File: src/rtl/gtpu_packet_header_parser_defines.svh
// Assertion macros shared by the parser RTL.
`ifndef GTPU_PACKET_HEADER_PARSER_DEFINES_SVH
`define GTPU_PACKET_HEADER_PARSER_DEFINES_SVH

`ifndef ASSERT_OFF
`define GTPU_ASSERT_IMPLY(label, clk, rst_n, cond, expr) \
    label: assert property (@(posedge clk) disable iff (!rst_n) (cond) |-> (expr)) \
        else $error("gtpu assertion failed");
`define GTPU_ASSERT_NEXT(label, clk, rst_n, cond, expr) \
    label: assert property (@(posedge clk) disable iff (!rst_n) (cond) |=> (expr)) \
        else $error("gtpu assertion failed");
`else
`define GTPU_ASSERT_IMPLY(label, clk, rst_n, cond, expr)
`define GTPU_ASSERT_NEXT(label, clk, rst_n, cond, expr)
`endif

`endif

File: src/rtl/gtpu_pkg.sv
package gtpu_pkg;

    localparam int INNER_CAPTURE_BYTES = 64;
    localparam int POS_W               = 17;
    localparam int ADDR_BYTES          = 32;

    typedef logic [POS_W-1:0] pos_t;

    localparam pos_t POS_MAX = '1;

    localparam logic [2:0] STATUS_REJECT   = 3'd0;
    localparam logic [2:0] STATUS_CONTROL  = 3'd1;
    localparam logic [2:0] STATUS_GPDU     = 3'd2;
    localparam logic [2:0] STATUS_V4       = 3'd3;
    localparam logic [2:0] STATUS_V4_PORTS = 3'd4;
    localparam logic [2:0] STATUS_V6       = 3'd5;
    localparam logic [2:0] STATUS_V6_PORTS = 3'd6;

    localparam logic [1:0] EXT_IDLE = 2'd0;
    localparam logic [1:0] EXT_LEN  = 2'd1;
    localparam logic [1:0] EXT_NEXT = 2'd2;
    localparam logic [1:0] EXT_FAIL = 2'd3;

    localparam logic [7:0] MSG_GPDU  = 8'hFF;
    localparam logic [7:0] PROTO_TCP = 8'd6;
    localparam logic [7:0] PROTO_UDP = 8'd17;
    localparam logic [7:0] OPT_MASK  = 8'h07;
    localparam logic [7:0] EXT_FLAG  = 8'h04;
    localparam logic [3:0] IP_VER4   = 4'd4;
    localparam logic [3:0] IP_VER6   = 4'd6;

endpackage

File: src/rtl/gtpu_ifs.sv
interface gtpu_in_if;
    logic       valid;
    logic       ready;
    logic [7:0] data_byte;
    logic       last_byte;

    modport source (output valid, output data_byte, output last_byte, input ready);
    modport sink   (input valid, input data_byte, input last_byte, output ready);
endinterface

interface gtpu_out_if;
    logic        valid;
    logic        ready;
    logic        last_result;
    logic [63:0] addr_word;
    logic [2:0]  status;
    logic [7:0]  msg_kind;
    logic [31:0] tunnel_id;
    logic [15:0] seq_no;
    logic [7:0]  ext_header_count;
    logic        ext_chain_ok;
    logic [7:0]  inner_protocol;
    logic [31:0] port_pair;
    logic [16:0] pay_offset;
    logic [15:0] pay_length;

    modport source (output valid, output last_result, output addr_word, output status,
                    output msg_kind, output tunnel_id, output seq_no,
                    output ext_header_count, output ext_chain_ok, output inner_protocol,
                    output port_pair, output pay_offset, output pay_length,
                    input ready);
    modport sink   (input valid, input last_result, input addr_word, input status,
                    input msg_kind, input tunnel_id, input seq_no,
                    input ext_header_count, input ext_chain_ok, input inner_protocol,
                    input port_pair, input pay_offset, input pay_length,
                    output ready);
endinterface

File: src/rtl/gtpu_packet_header_parser.sv
// Channel     Dir  Payload
// pkt_bytes   in   data_byte, last_byte
// results     out  summary then address words, last_result on the final one
//
// One packet byte per cycle while pkt_bytes.ready is high; header, extension chain and inner capture update per byte.
// The last byte moves the packet into a snapshot stage; it enters the result stage once that stage has drained.
// A packet yields 1, 3 or 5 result transfers, one per cycle while results.ready is high.
// pkt_bytes.ready drops only while a snapshot waits for the result stage to drain.
// Reset (rst_n low, asynchronous) empties both stages and clears the parse state.
`include "gtpu_packet_header_parser_defines.svh"

module gtpu_packet_header_parser #(
    parameter int INNER_CAPTURE_BYTES = gtpu_pkg::INNER_CAPTURE_BYTES
) (
    input  logic              clk,
    input  logic              rst_n,
    gtpu_in_if.sink           pkt_bytes,
    gtpu_out_if.source        results
);

    localparam int AB = gtpu_pkg::ADDR_BYTES;

    // parse state
    gtpu_pkg::pos_t pos_reg, pos_next;
    logic [7:0]     flag_reg, flag_next;
    logic [7:0]     msg_reg, msg_next;
    logic [15:0]    dl_reg, dl_next;
    logic [31:0]    tid_reg, tid_next;
    logic [15:0]    seq_reg, seq_next;
    logic [7:0]     nek_reg, nek_next;
    gtpu_pkg::pos_t bnd_reg, bnd_next;
    logic [7:0]     cnt_reg, cnt_next;
    logic [1:0]     est_reg, est_next;
    gtpu_pkg::pos_t ins_reg, ins_next;

    // captured inner bytes
    logic [7:0] b0_reg, b0_next, b6_reg, b6_next, b9_reg, b9_next;
    logic [7:0] addr_reg [AB];
    logic [7:0] addr_next [AB];
    logic [7:0] v4p_reg [4];
    logic [7:0] v4p_next [4];
    logic [7:0] v6p_reg [4];
    logic [7:0] v6p_next [4];

    // snapshot
    logic           snap_valid_reg;
    gtpu_pkg::pos_t sn_pos_reg, sn_ins_reg;
    logic [7:0]     sn_flag_reg, sn_msg_reg, sn_cnt_reg;
    logic [15:0]    sn_dl_reg, sn_seq_reg;
    logic [31:0]    sn_tid_reg;
    logic           sn_fail_reg;
    logic [7:0]     sn_b0_reg, sn_b6_reg, sn_b9_reg;
    logic [7:0]     sn_addr_reg [AB];
    logic [7:0]     sn_v4p_reg [4];
    logic [7:0]     sn_v6p_reg [4];

    // result stage
    logic        res_valid_reg;
    logic [2:0]  res_idx_reg, res_nw_reg;
    logic [2:0]  res_status_reg;
    logic [7:0]  res_msg_reg, res_cnt_reg, res_proto_reg;
    logic [31:0] res_tid_reg, res_ports_reg;
    logic [15:0] res_seq_reg, res_plen_reg;
    logic        res_ok_reg;
    logic [16:0] res_poff_reg;
    logic [63:0] res_words_reg [4];

    logic in_fire, out_fire, out_last, snap_adv;

    assign in_fire  = pkt_bytes.valid && pkt_bytes.ready;
    assign out_last = (res_idx_reg == res_nw_reg);
    assign out_fire = results.valid && results.ready;
    assign snap_adv = snap_valid_reg && (!res_valid_reg || (out_fire && out_last));
    assign pkt_bytes.ready = !snap_valid_reg || snap_adv;

    // per-byte parse
    logic [7:0]     d;
    gtpu_pkg::pos_t p, t, bh_b, idx;
    logic           bh_go, cap_en;
    logic [17:0]    endv;
    logic [6:0]     ihl_cur;

    always_comb
    begin
        d = pkt_bytes.data_byte;
        p = pos_reg;
        flag_next = flag_reg;
        msg_next  = msg_reg;
        dl_next   = dl_reg;
        tid_next  = tid_reg;
        seq_next  = seq_reg;
        nek_next  = nek_reg;
        bnd_next  = bnd_reg;
        cnt_next  = cnt_reg;
        est_next  = est_reg;
        ins_next  = ins_reg;
        bh_go     = 1'b0;
        bh_b      = 17'd12;
        endv      = '0;

        if (p == 17'd0)
        begin
            flag_next = d;
            if ((d & gtpu_pkg::OPT_MASK) == 8'd0)
                ins_next = 17'd8;
        end
        else if (p == 17'd1)
            msg_next = d;
        else if (p == 17'd2)
            dl_next = {d, dl_reg[7:0]};
        else if (p == 17'd3)
            dl_next = {dl_reg[15:8], d};
        else if (p >= 17'd4 && p <= 17'd7)
            tid_next = {tid_reg[23:0], d};
        else if (p == 17'd8 || p == 17'd9)
            seq_next = {seq_reg[7:0], d};
        else if (p == 17'd11 && (flag_reg & gtpu_pkg::OPT_MASK) != 8'd0)
        begin
            nek_next = ((flag_reg & gtpu_pkg::EXT_FLAG) != 8'd0) ? d : 8'd0;
            bh_go = 1'b1;
            bh_b  = 17'd12;
        end

        t = 17'd8 + {1'b0, dl_next};

        if (p >= 17'd12 && p < t)
        begin
            if (est_reg == gtpu_pkg::EXT_LEN && p == bnd_reg)
            begin
                endv = {1'b0, p} + {8'd0, d, 2'b00};
                if (d == 8'd0 || endv > {1'b0, t})
                begin
                    est_next = gtpu_pkg::EXT_FAIL;
                    ins_next = p;
                end
                else
                begin
                    bnd_next = endv[16:0];
                    est_next = gtpu_pkg::EXT_NEXT;
                end
            end
            else if (est_reg == gtpu_pkg::EXT_NEXT && ({1'b0, p} + 18'd1) == {1'b0, bnd_reg})
            begin
                nek_next = d;
                if (cnt_reg != 8'hFF)
                    cnt_next = cnt_reg + 8'd1;
                bh_go = 1'b1;
                bh_b  = bnd_reg;
            end
        end

        if (bh_go)
        begin
            if (nek_next == 8'd0 || bh_b >= t)
            begin
                est_next = gtpu_pkg::EXT_IDLE;
                ins_next = bh_b;
            end
            else if (({1'b0, bh_b} + 18'd2) > {1'b0, t})
            begin
                est_next = gtpu_pkg::EXT_FAIL;
                ins_next = bh_b;
            end
            else
            begin
                est_next = gtpu_pkg::EXT_LEN;
                bnd_next = bh_b;
            end
        end

        pos_next = (p == gtpu_pkg::POS_MAX) ? p : p + 17'd1;

        idx    = p - ins_next;
        cap_en = (p >= 17'd8) && (p < t) && (ins_next != 17'd0) && (p >= ins_next)
                 && (idx < 17'(INNER_CAPTURE_BYTES));
        ihl_cur = {1'b0, b0_reg[3:0], 2'b00};

        b0_next = (cap_en && idx == 17'd0) ? d : b0_reg;
        b6_next = (cap_en && idx == 17'd6) ? d : b6_reg;
        b9_next = (cap_en && idx == 17'd9) ? d : b9_reg;
        for (int i = 0; i < AB; i++)
            addr_next[i] = (cap_en && idx == 17'(i + 8)) ? d : addr_reg[i];
        for (int k = 0; k < 4; k++)
        begin
            v6p_next[k] = (cap_en && idx == 17'(k + 40)) ? d : v6p_reg[k];
            v4p_next[k] = (cap_en && idx == {10'd0, ihl_cur} + 17'(k)) ? d : v4p_reg[k];
        end
    end

    always_ff @(posedge clk or negedge rst_n)
    begin
        if (!rst_n)
        begin
            pos_reg  <= '0;
            flag_reg <= '0;
            msg_reg  <= '0;
            dl_reg   <= '0;
            tid_reg  <= '0;
            seq_reg  <= '0;
            nek_reg  <= '0;
            bnd_reg  <= 17'd12;
            cnt_reg  <= '0;
            est_reg  <= gtpu_pkg::EXT_IDLE;
            ins_reg  <= '0;
        end
        else if (in_fire)
        begin
            if (pkt_bytes.last_byte)
            begin
                pos_reg  <= '0;
                flag_reg <= '0;
                msg_reg  <= '0;
                dl_reg   <= '0;
                tid_reg  <= '0;
                seq_reg  <= '0;
                nek_reg  <= '0;
                bnd_reg  <= 17'd12;
                cnt_reg  <= '0;
                est_reg  <= gtpu_pkg::EXT_IDLE;
                ins_reg  <= '0;
            end
            else
            begin
                pos_reg  <= pos_next;
                flag_reg <= flag_next;
                msg_reg  <= msg_next;
                dl_reg   <= dl_next;
                tid_reg  <= tid_next;
                seq_reg  <= seq_next;
                nek_reg  <= nek_next;
                bnd_reg  <= bnd_next;
                cnt_reg  <= cnt_next;
                est_reg  <= est_next;
                ins_reg  <= ins_next;
            end
        end
    end

    always_ff @(posedge clk)
    begin
        if (in_fire)
        begin
            b0_reg <= b0_next;
            b6_reg <= b6_next;
            b9_reg <= b9_next;
            addr_reg <= addr_next;
            v4p_reg  <= v4p_next;
            v6p_reg  <= v6p_next;
        end
        if (in_fire && pkt_bytes.last_byte)
        begin
            sn_pos_reg  <= pos_next;
            sn_ins_reg  <= ins_next;
            sn_flag_reg <= flag_next;
            sn_msg_reg  <= msg_next;
            sn_cnt_reg  <= cnt_next;
            sn_dl_reg   <= dl_next;
            sn_seq_reg  <= seq_next;
            sn_tid_reg  <= tid_next;
            sn_fail_reg <= (est_next == gtpu_pkg::EXT_FAIL);
            sn_b0_reg   <= b0_next;
            sn_b6_reg   <= b6_next;
            sn_b9_reg   <= b9_next;
            sn_addr_reg <= addr_next;
            sn_v4p_reg  <= v4p_next;
            sn_v6p_reg  <= v6p_next;
        end
    end

    always_ff @(posedge clk or negedge rst_n)
    begin
        if (!rst_n)
            snap_valid_reg <= 1'b0;
        else if (in_fire && pkt_bytes.last_byte)
            snap_valid_reg <= 1'b1;
        else if (snap_adv)
            snap_valid_reg <= 1'b0;
    end

    // packet summary from the snapshot
    gtpu_pkg::pos_t ft, ip_len;
    logic        f_accept, f_hdr;
    logic [17:0] off_ext;
    logic [6:0]  ihl;
    logic [3:0]  ver;
    logic [2:0]  f_status, f_nw;
    logic [7:0]  f_proto;
    logic [31:0] f_ports;
    logic [16:0] f_poff;
    logic [15:0] f_plen;
    logic [63:0] f_words [4];
    logic [7:0]  v4b [4];

    always_comb
    begin
        ft      = 17'd8 + {1'b0, sn_dl_reg};
        f_hdr   = (sn_flag_reg & gtpu_pkg::OPT_MASK) != 8'd0;
        off_ext = {1'b0, sn_ins_reg};
        ip_len  = ft - sn_ins_reg;
        ihl     = {1'b0, sn_b0_reg[3:0], 2'b00};
        ver     = (sn_ins_reg != 17'd0) ? sn_b0_reg[7:4] : 4'd0;
        f_accept = (sn_pos_reg >= 17'd8) && (sn_flag_reg[7:5] == 3'd1) && sn_flag_reg[4]
                   && (sn_pos_reg >= (f_hdr ? 17'd12 : 17'd8)) && (sn_pos_reg >= ft);
        f_status = gtpu_pkg::STATUS_REJECT;
        f_nw     = 3'd0;
        f_proto  = '0;
        f_ports  = '0;
        f_poff   = '0;
        f_plen   = '0;
        for (int k = 0; k < 4; k++)
        begin
            f_words[k] = '0;
            v4b[k] = ({10'd0, ihl} + 17'(k) < 17'(INNER_CAPTURE_BYTES)) ? sn_v4p_reg[k] : 8'd0;
        end

        if (f_accept)
        begin
            if (sn_msg_reg != gtpu_pkg::MSG_GPDU)
                f_status = gtpu_pkg::STATUS_CONTROL;
            else
            begin
                f_status = gtpu_pkg::STATUS_GPDU;
                if (sn_ins_reg < ft && off_ext + 18'd20 <= {1'b0, ft})
                begin
                    if (ver == gtpu_pkg::IP_VER4)
                    begin
                        if (ihl >= 7'd20 && off_ext + 18'(ihl) <= {1'b0, ft})
                        begin
                            f_status = gtpu_pkg::STATUS_V4;
                            f_proto  = sn_b9_reg;
                            if ((sn_b9_reg == gtpu_pkg::PROTO_TCP
                                 || sn_b9_reg == gtpu_pkg::PROTO_UDP)
                                && off_ext + 18'(ihl) + 18'd4 <= {1'b0, ft})
                            begin
                                f_status = gtpu_pkg::STATUS_V4_PORTS;
                                f_ports  = {v4b[0], v4b[1], v4b[2], v4b[3]};
                            end
                            f_poff = sn_ins_reg + 17'(ihl);
                            f_plen = 16'(ip_len - 17'(ihl));
                            f_words[0] = {32'd0, sn_addr_reg[4], sn_addr_reg[5],
                                          sn_addr_reg[6], sn_addr_reg[7]};
                            f_words[1] = {32'd0, sn_addr_reg[8], sn_addr_reg[9],
                                          sn_addr_reg[10], sn_addr_reg[11]};
                            f_nw = 3'd2;
                        end
                    end
                    else if (ver == gtpu_pkg::IP_VER6 && ip_len >= 17'd40)
                    begin
                        f_status = gtpu_pkg::STATUS_V6;
                        f_proto  = sn_b6_reg;
                        if ((sn_b6_reg == gtpu_pkg::PROTO_TCP
                             || sn_b6_reg == gtpu_pkg::PROTO_UDP)
                            && off_ext + 18'd44 <= {1'b0, ft})
                        begin
                            f_status = gtpu_pkg::STATUS_V6_PORTS;
                            f_ports  = {sn_v6p_reg[0], sn_v6p_reg[1],
                                        sn_v6p_reg[2], sn_v6p_reg[3]};
                        end
                        f_poff = sn_ins_reg + 17'd40;
                        f_plen = 16'(ip_len - 17'd40);
                        for (int w = 0; w < 4; w++)
                            f_words[w] = {sn_addr_reg[w*8],   sn_addr_reg[w*8+1],
                                          sn_addr_reg[w*8+2], sn_addr_reg[w*8+3],
                                          sn_addr_reg[w*8+4], sn_addr_reg[w*8+5],
                                          sn_addr_reg[w*8+6], sn_addr_reg[w*8+7]};
                        f_nw = 3'd4;
                    end
                end
            end
        end
    end

    always_ff @(posedge clk or negedge rst_n)
    begin
        if (!rst_n)
        begin
            res_valid_reg <= 1'b0;
            res_idx_reg   <= '0;
            res_nw_reg    <= '0;
        end
        else if (snap_adv)
        begin
            res_valid_reg <= 1'b1;
            res_idx_reg   <= '0;
            res_nw_reg    <= f_nw;
        end
        else if (out_fire)
        begin
            if (out_last)
                res_valid_reg <= 1'b0;
            else
                res_idx_reg <= res_idx_reg + 3'd1;
        end
    end

    always_ff @(posedge clk)
    begin
        if (snap_adv)
        begin
            res_status_reg <= f_status;
            res_msg_reg    <= f_accept ? sn_msg_reg : 8'd0;
            res_tid_reg    <= f_accept ? sn_tid_reg : 32'd0;
            res_seq_reg    <= (f_accept && f_hdr) ? sn_seq_reg : 16'd0;
            res_cnt_reg    <= f_accept ? sn_cnt_reg : 8'd0;
            res_ok_reg     <= f_accept && !sn_fail_reg;
            res_proto_reg  <= f_proto;
            res_ports_reg  <= f_ports;
            res_poff_reg   <= f_poff;
            res_plen_reg   <= f_plen;
            res_words_reg  <= f_words;
        end
    end

    logic [1:0] wsel;
    assign wsel = 2'(res_idx_reg - 3'd1);

    assign results.valid            = res_valid_reg;
    assign results.last_result      = out_last;
    assign results.addr_word        = (res_idx_reg == 3'd0) ? 64'd0 : res_words_reg[wsel];
    assign results.status           = res_status_reg;
    assign results.msg_kind         = res_msg_reg;
    assign results.tunnel_id        = res_tid_reg;
    assign results.seq_no           = res_seq_reg;
    assign results.ext_header_count = res_cnt_reg;
    assign results.ext_chain_ok     = res_ok_reg;
    assign results.inner_protocol   = res_proto_reg;
    assign results.port_pair        = res_ports_reg;
    assign results.pay_offset       = res_poff_reg;
    assign results.pay_length       = res_plen_reg;

    `GTPU_ASSERT_NEXT(a_last_loads_snap, clk, rst_n, in_fire && pkt_bytes.last_byte, snap_valid_reg)
    `GTPU_ASSERT_NEXT(a_last_clears_pos, clk, rst_n, in_fire && pkt_bytes.last_byte, pos_reg == 17'd0)
    `GTPU_ASSERT_IMPLY(a_idx_in_range, clk, rst_n, res_valid_reg, res_idx_reg <= res_nw_reg)
    `GTPU_ASSERT_NEXT(a_drain_empties, clk, rst_n, out_fire && out_last && !snap_valid_reg, !res_valid_reg)

endmodule
File: src/flat_wrapper.sv
// flat-port wrapper written by rule: the top's interface ports become plain ports
module gtpu_packet_header_parser_flat 
#(
    parameter int INNER_CAPTURE_BYTES = gtpu_pkg::INNER_CAPTURE_BYTES
)
  (clk, rst_n, pkt_bytes_valid, pkt_bytes_data_byte, pkt_bytes_last_byte, pkt_bytes_ready, results_valid, results_last_result, results_addr_word, results_status, results_msg_kind, results_tunnel_id, results_seq_no, results_ext_header_count, results_ext_chain_ok, results_inner_protocol, results_port_pair, results_pay_offset, results_pay_length, results_ready);
  gtpu_in_if pkt_bytes_i ();
  gtpu_out_if results_i ();
  input  logic clk;
  input  logic rst_n;
  input wire logic [$bits(pkt_bytes_i.valid)-1:0] pkt_bytes_valid;
  input wire logic [$bits(pkt_bytes_i.data_byte)-1:0] pkt_bytes_data_byte;
  input wire logic [$bits(pkt_bytes_i.last_byte)-1:0] pkt_bytes_last_byte;
  output wire logic [$bits(pkt_bytes_i.ready)-1:0] pkt_bytes_ready;
  output wire logic [$bits(results_i.valid)-1:0] results_valid;
  output wire logic [$bits(results_i.last_result)-1:0] results_last_result;
  output wire logic [$bits(results_i.addr_word)-1:0] results_addr_word;
  output wire logic [$bits(results_i.status)-1:0] results_status;
  output wire logic [$bits(results_i.msg_kind)-1:0] results_msg_kind;
  output wire logic [$bits(results_i.tunnel_id)-1:0] results_tunnel_id;
  output wire logic [$bits(results_i.seq_no)-1:0] results_seq_no;
  output wire logic [$bits(results_i.ext_header_count)-1:0] results_ext_header_count;
  output wire logic [$bits(results_i.ext_chain_ok)-1:0] results_ext_chain_ok;
  output wire logic [$bits(results_i.inner_protocol)-1:0] results_inner_protocol;
  output wire logic [$bits(results_i.port_pair)-1:0] results_port_pair;
  output wire logic [$bits(results_i.pay_offset)-1:0] results_pay_offset;
  output wire logic [$bits(results_i.pay_length)-1:0] results_pay_length;
  input wire logic [$bits(results_i.ready)-1:0] results_ready;
  assign pkt_bytes_i.valid = pkt_bytes_valid;
  assign pkt_bytes_i.data_byte = pkt_bytes_data_byte;
  assign pkt_bytes_i.last_byte = pkt_bytes_last_byte;
  assign pkt_bytes_ready = pkt_bytes_i.ready;
  assign results_valid = results_i.valid;
  assign results_last_result = results_i.last_result;
  assign results_addr_word = results_i.addr_word;
  assign results_status = results_i.status;
  assign results_msg_kind = results_i.msg_kind;
  assign results_tunnel_id = results_i.tunnel_id;
  assign results_seq_no = results_i.seq_no;
  assign results_ext_header_count = results_i.ext_header_count;
  assign results_ext_chain_ok = results_i.ext_chain_ok;
  assign results_inner_protocol = results_i.inner_protocol;
  assign results_port_pair = results_i.port_pair;
  assign results_pay_offset = results_i.pay_offset;
  assign results_pay_length = results_i.pay_length;
  assign results_i.ready = results_ready;
  gtpu_packet_header_parser #(.INNER_CAPTURE_BYTES(INNER_CAPTURE_BYTES)) u_core (.clk(clk), .rst_n(rst_n), .pkt_bytes(pkt_bytes_i), .results(results_i));
endmodule
File: config.mk
export PLATFORM = sky130hd
export DESIGN_NAME = gtpu_packet_header_parser_flat
export DESIGN_NICKNAME = d
export VERILOG_FILES = /design/src/rtl/gtpu_pkg.sv /design/src/rtl/gtpu_ifs.sv /design/src/rtl/gtpu_packet_header_parser.sv /design/src/flat_wrapper.sv
export VERILOG_INCLUDE_DIRS = /design/src /design/src/rtl
export SDC_FILE = /design/constraint.sdc
export NUM_CORES = 2
export LEC_CHECK = 0
export BUFFER_PORTS_ARGS = -buffer_cell sky130_fd_sc_hd__buf_4
export CAP_MARGIN = 20
export CORE_ASPECT_RATIO = 1.2
export CORE_MARGIN = 2
export CORE_UTILIZATION = 56
export DETAILED_ROUTE_END_ITERATION = 16
export PLACE_DENSITY = 0.76
export SLEW_MARGIN = 5
export SYNTH_ARGS = -nofsm -noshare
export SYNTH_HDL_FRONTEND = slang
export SYNTH_SLANG_ARGS = --single-unit
File: constraint.sdc
create_clock -name clk -period 21.8 [get_ports clk]
set_clock_uncertainty 0.15 [all_clocks]
set_input_delay 1.09 -clock clk [delete_from_list [all_inputs] [get_ports clk]]
set_output_delay 1.09 -clock clk [all_outputs]
set_load 0.005 [all_outputs]
==> results.cfg <==
[pwr]
power_frac_seq_pct = 51.4
pwr_density_cell_nw_per_um2 = 82.72
share_comb_of_total_power_pct = 8.9
static-leakage-power_nw = 27.01
max-vdd-ir-drop_mv = 0.06678
power.switching_mw = 1.419
netSwitchingFraction_pct = 23.79
power.share.clock_pct = 39.8
intPower_mw = 4.547

[place]
port_buffer_count = 220
gp_congestion = 0.9802
placedInstanceArea_um2 = 67590
pre_cts_slack_ps = 6188
hpwlAfterDp_um = 113600

[finish]
seq_area_um2 = 40130
nets_finish = 4964
syn2layout_area_growth_pct = 12.01
diode_insertion_count_for_antenna_repair = 0
drive_above_1_share_pct = 18.67
fill_cells = 8304
multi_input_gate_area_um2 = 22870
final_design_area_no_fill_um2 = 72130
final_core_utilization_pct = 63.08

[clocking]
worst_skew_pair.late_latency_ps = 780
cts_setup_buffers = 0
cts.clk_slew.worst_paths_ps = 70
cts_hold_buf = 0
cts_inserted_buffers = 135
clock_tree.root_cell = sky130_fd_sc_hd__clkbuf_16
cts-htree-levels = 4
post_cts_resize_count = 0
clk_path_buf_depth = 3
tritoncts_num_sinks = 1362
cts_tree = built

[global_route]
grt_usage_pct = 29.07
wire_length_of_the_first_global_routing_pass_um = 254200
grt_pass1_vias = 39020
grt_remaining_overflow = 0
antenna_found_initial = 7
grt_start_max_net_pins = 239

[timing]
max_slew.worst_pin.slew_ps = 1371
fin_ws_ps = 5961
number_of_hold_slack_violations_in_the_final_timing_report = 0
layout_worst_path_cycle_share_pct = 72.65
setup_viol_count_final = 0
report.final.slew_viol_count = 0
achievable-frequency_mhz = 63.14
slew-limit-headroom_pct = 8.591
rsz0062_at_grt = false
setup_tns_ps = 0
final.min_clock_period_ps = 15840

[logic_synthesis]
synth_cell_types = 101
dominant_cells_by_area_after_synthesis = sky130_fd_sc_hd__edfxtp_1 56%, sky130_fd_sc_hd__dfrtp_1 5.9%, sky130_fd_sc_hd__ha_1 3.8%
synth_nets = 4790
yosys.area.top_type = sky130_fd_sc_hd__edfxtp_1
synth-edff-count = 1207
syn_inst = 4574
post_synth.cell_area_avg_um2 = 14.08
ys_warn_count = 0
synth_area_um2 = 64400
yosys_register_bits = 1362
ys_seq_area_share_pct = 62.31
synth_flop_cell = sky130_fd_sc_hd__edfxtp_1
async_flop_share_pct = 11.38
yosysTopAreaCellShare_pct = 56.28

[outcome]
status = finished, final reports clean

[worst_setup_path]
critical_path.top_delay_family = compound AO/OA/AOI/OAI gates
timing.critical_path.from_type = flop
crit_arrival_ps = 16200
timing.setup.critical_path_class = flop to flop
timing.critical_path.mode_cell = sky130_fd_sc_hd__a21o_1
critPathMaxFanout = 23
crit_path_max_cell_delay_ps = 750
worst-endpoint-required_ps = 22160
crit_path_top_delay_cell = sky130_fd_sc_hd__dfrtp_1
worst_setup_path_end_kind = flop
path_buf_inv = 9

[detailed_routing]
post_route_antenna_net_violation_count = 0
drt_pass1_iterations = 6
drt-total-wl_um = 170600
post-route-drc-count = 0
detailroute.via_count = 39520
detail_route.wl_per_cell_um = 26.78
via_per_inst = 6.203
detail_route.iter0.violations = 4016

[floorplanning]
rows = 136
initial_utilization_pct = 56.32
fp.dieArea_um2 = 117700
die_width_um = 313.6
core_region_area_um2 = 114400
io_pins = 221
die_height_um = 375.5

[hold_path]
worstHoldPathType = input pin to asynchronous set/reset pin

[job]
total_of_max_cap_violations = 0
-- metrics by stage --
step                      total power, mW  instances  hold WS, ps
after floorplan                     3.494       4574        291.3
after global placement              3.623       6125        310.5
after detailed placement            3.640       6127        317.3
after CTS                           5.994       6369        250.7
after global routing                6.144       6371        299.1
final                               5.966       6371        228.2
-- kinds of logic (layout without fill, tap and decap cells) --
kind of cell    count (synthesis)  in the layout  synth area share (%)
xor+xnor                      170            170                 2.355
buf+inv                       383            662                 2.318
simple gates                 1255           1255                 10.93
flops                        1362           1362                 62.31
compound gates                693            693                 7.659
mux                           505            505                 10.37
fa+ha+maj                     206            206                 4.053
-- power groups by stage --
stage / sequential (mW) / clock (mW) / combinational (mW)
3_5_place_dp: 3.12 / 0 / 0.524
3_3_place_gp: 3.11 / 0 / 0.513
6_report: 3.06 / 2.37 / 0.531
5_1_grt: 3.07 / 2.50 / 0.575
4_1_cts: 3.06 / 2.40 / 0.527
2_1_floorplan: 3.14 / 0 / 0.350
-- cells in the final DEF (no fill, tap or decap), types with 139 or more instances in the layout --
cell type and instances:
sky130_fd_sc_hd__mux2_1 139, sky130_fd_sc_hd__edfxtp_1 1207, sky130_fd_sc_hd__dfrtp_1 152, sky130_fd_sc_hd__clkbuf_16 139, sky130_fd_sc_hd__mux2_2 200, sky130_fd_sc_hd__buf_4 269, sky130_fd_sc_hd__nand2_1 259, sky130_fd_sc_hd__a22o_1 141
sky130_fd_sc_hd__ha_1 197, sky130_fd_sc_hd__and2_1 305, sky130_fd_sc_hd__nor2_1 168
-- cell usage after synthesis (130+ instances only) --
master	count
sky130_fd_sc_hd__nor2_1	173
sky130_fd_sc_hd__and2_1	305
sky130_fd_sc_hd__mux2_1	139
sky130_fd_sc_hd__inv_1	139
sky130_fd_sc_hd__ha_1	198
sky130_fd_sc_hd__o21ai_0	130
sky130_fd_sc_hd__clkbuf_1	204
sky130_fd_sc_hd__nand2_1	262
sky130_fd_sc_hd__mux2_2	200
sky130_fd_sc_hd__a22o_1	141
sky130_fd_sc_hd__dfrtp_1	153
sky130_fd_sc_hd__edfxtp_1	1207
-- final cells by class --
| cell class | instances | share of cell area (%) |
|---|---|---|
| sequential | 1362 | 55.63 |
| multi-input combinational | 2829 | 31.71 |
| clock buffer | 167 | 4.996 |
| timing repair buffer | 278 | 3.023 |
| tap | 1518 | 2.633 |
| clock inverter | 75 | 1.242 |
| inverter | 142 | 0.7598 |
-- worst paths after layout --
path | from | end | slack [ps] | depth (start not counted)
setup / recovery | u_core.p[1] | u_core.b9_reg[3] | 5960 | 59
max in group asynchronous | rst_n | u_core.bnd_reg[4] | 19680 | 2
setup reg to reg | u_core.p[1] | u_core.b9_reg[3] | 5960 | 59
hold / removal | rst_n | u_core.nek_reg[7] | 230 | 1
hold reg to reg | u_core.dl_reg[15] | u_core.dl_reg[15] | 330 | 2
min in group clk | u_core.dl_reg[15] | u_core.dl_reg[15] | 330 | 2
-- routing by layer --
| metal | share of wire (%) | track usage, % | vias up |
|---|---|---|---|
| met3 | 6.1 | 4.126 | 335 |
| met5 | 0.0076 | 0 | - |
| met2 | 49 | 48.30 | 1517 |
| met1 | 40 | 38.52 | 20070 |
| met4 | 4.2 | 12.12 | 2 |
| li1 | - | - | 17600 |
No activity file was read; power rests on OpenSTA's default activity.
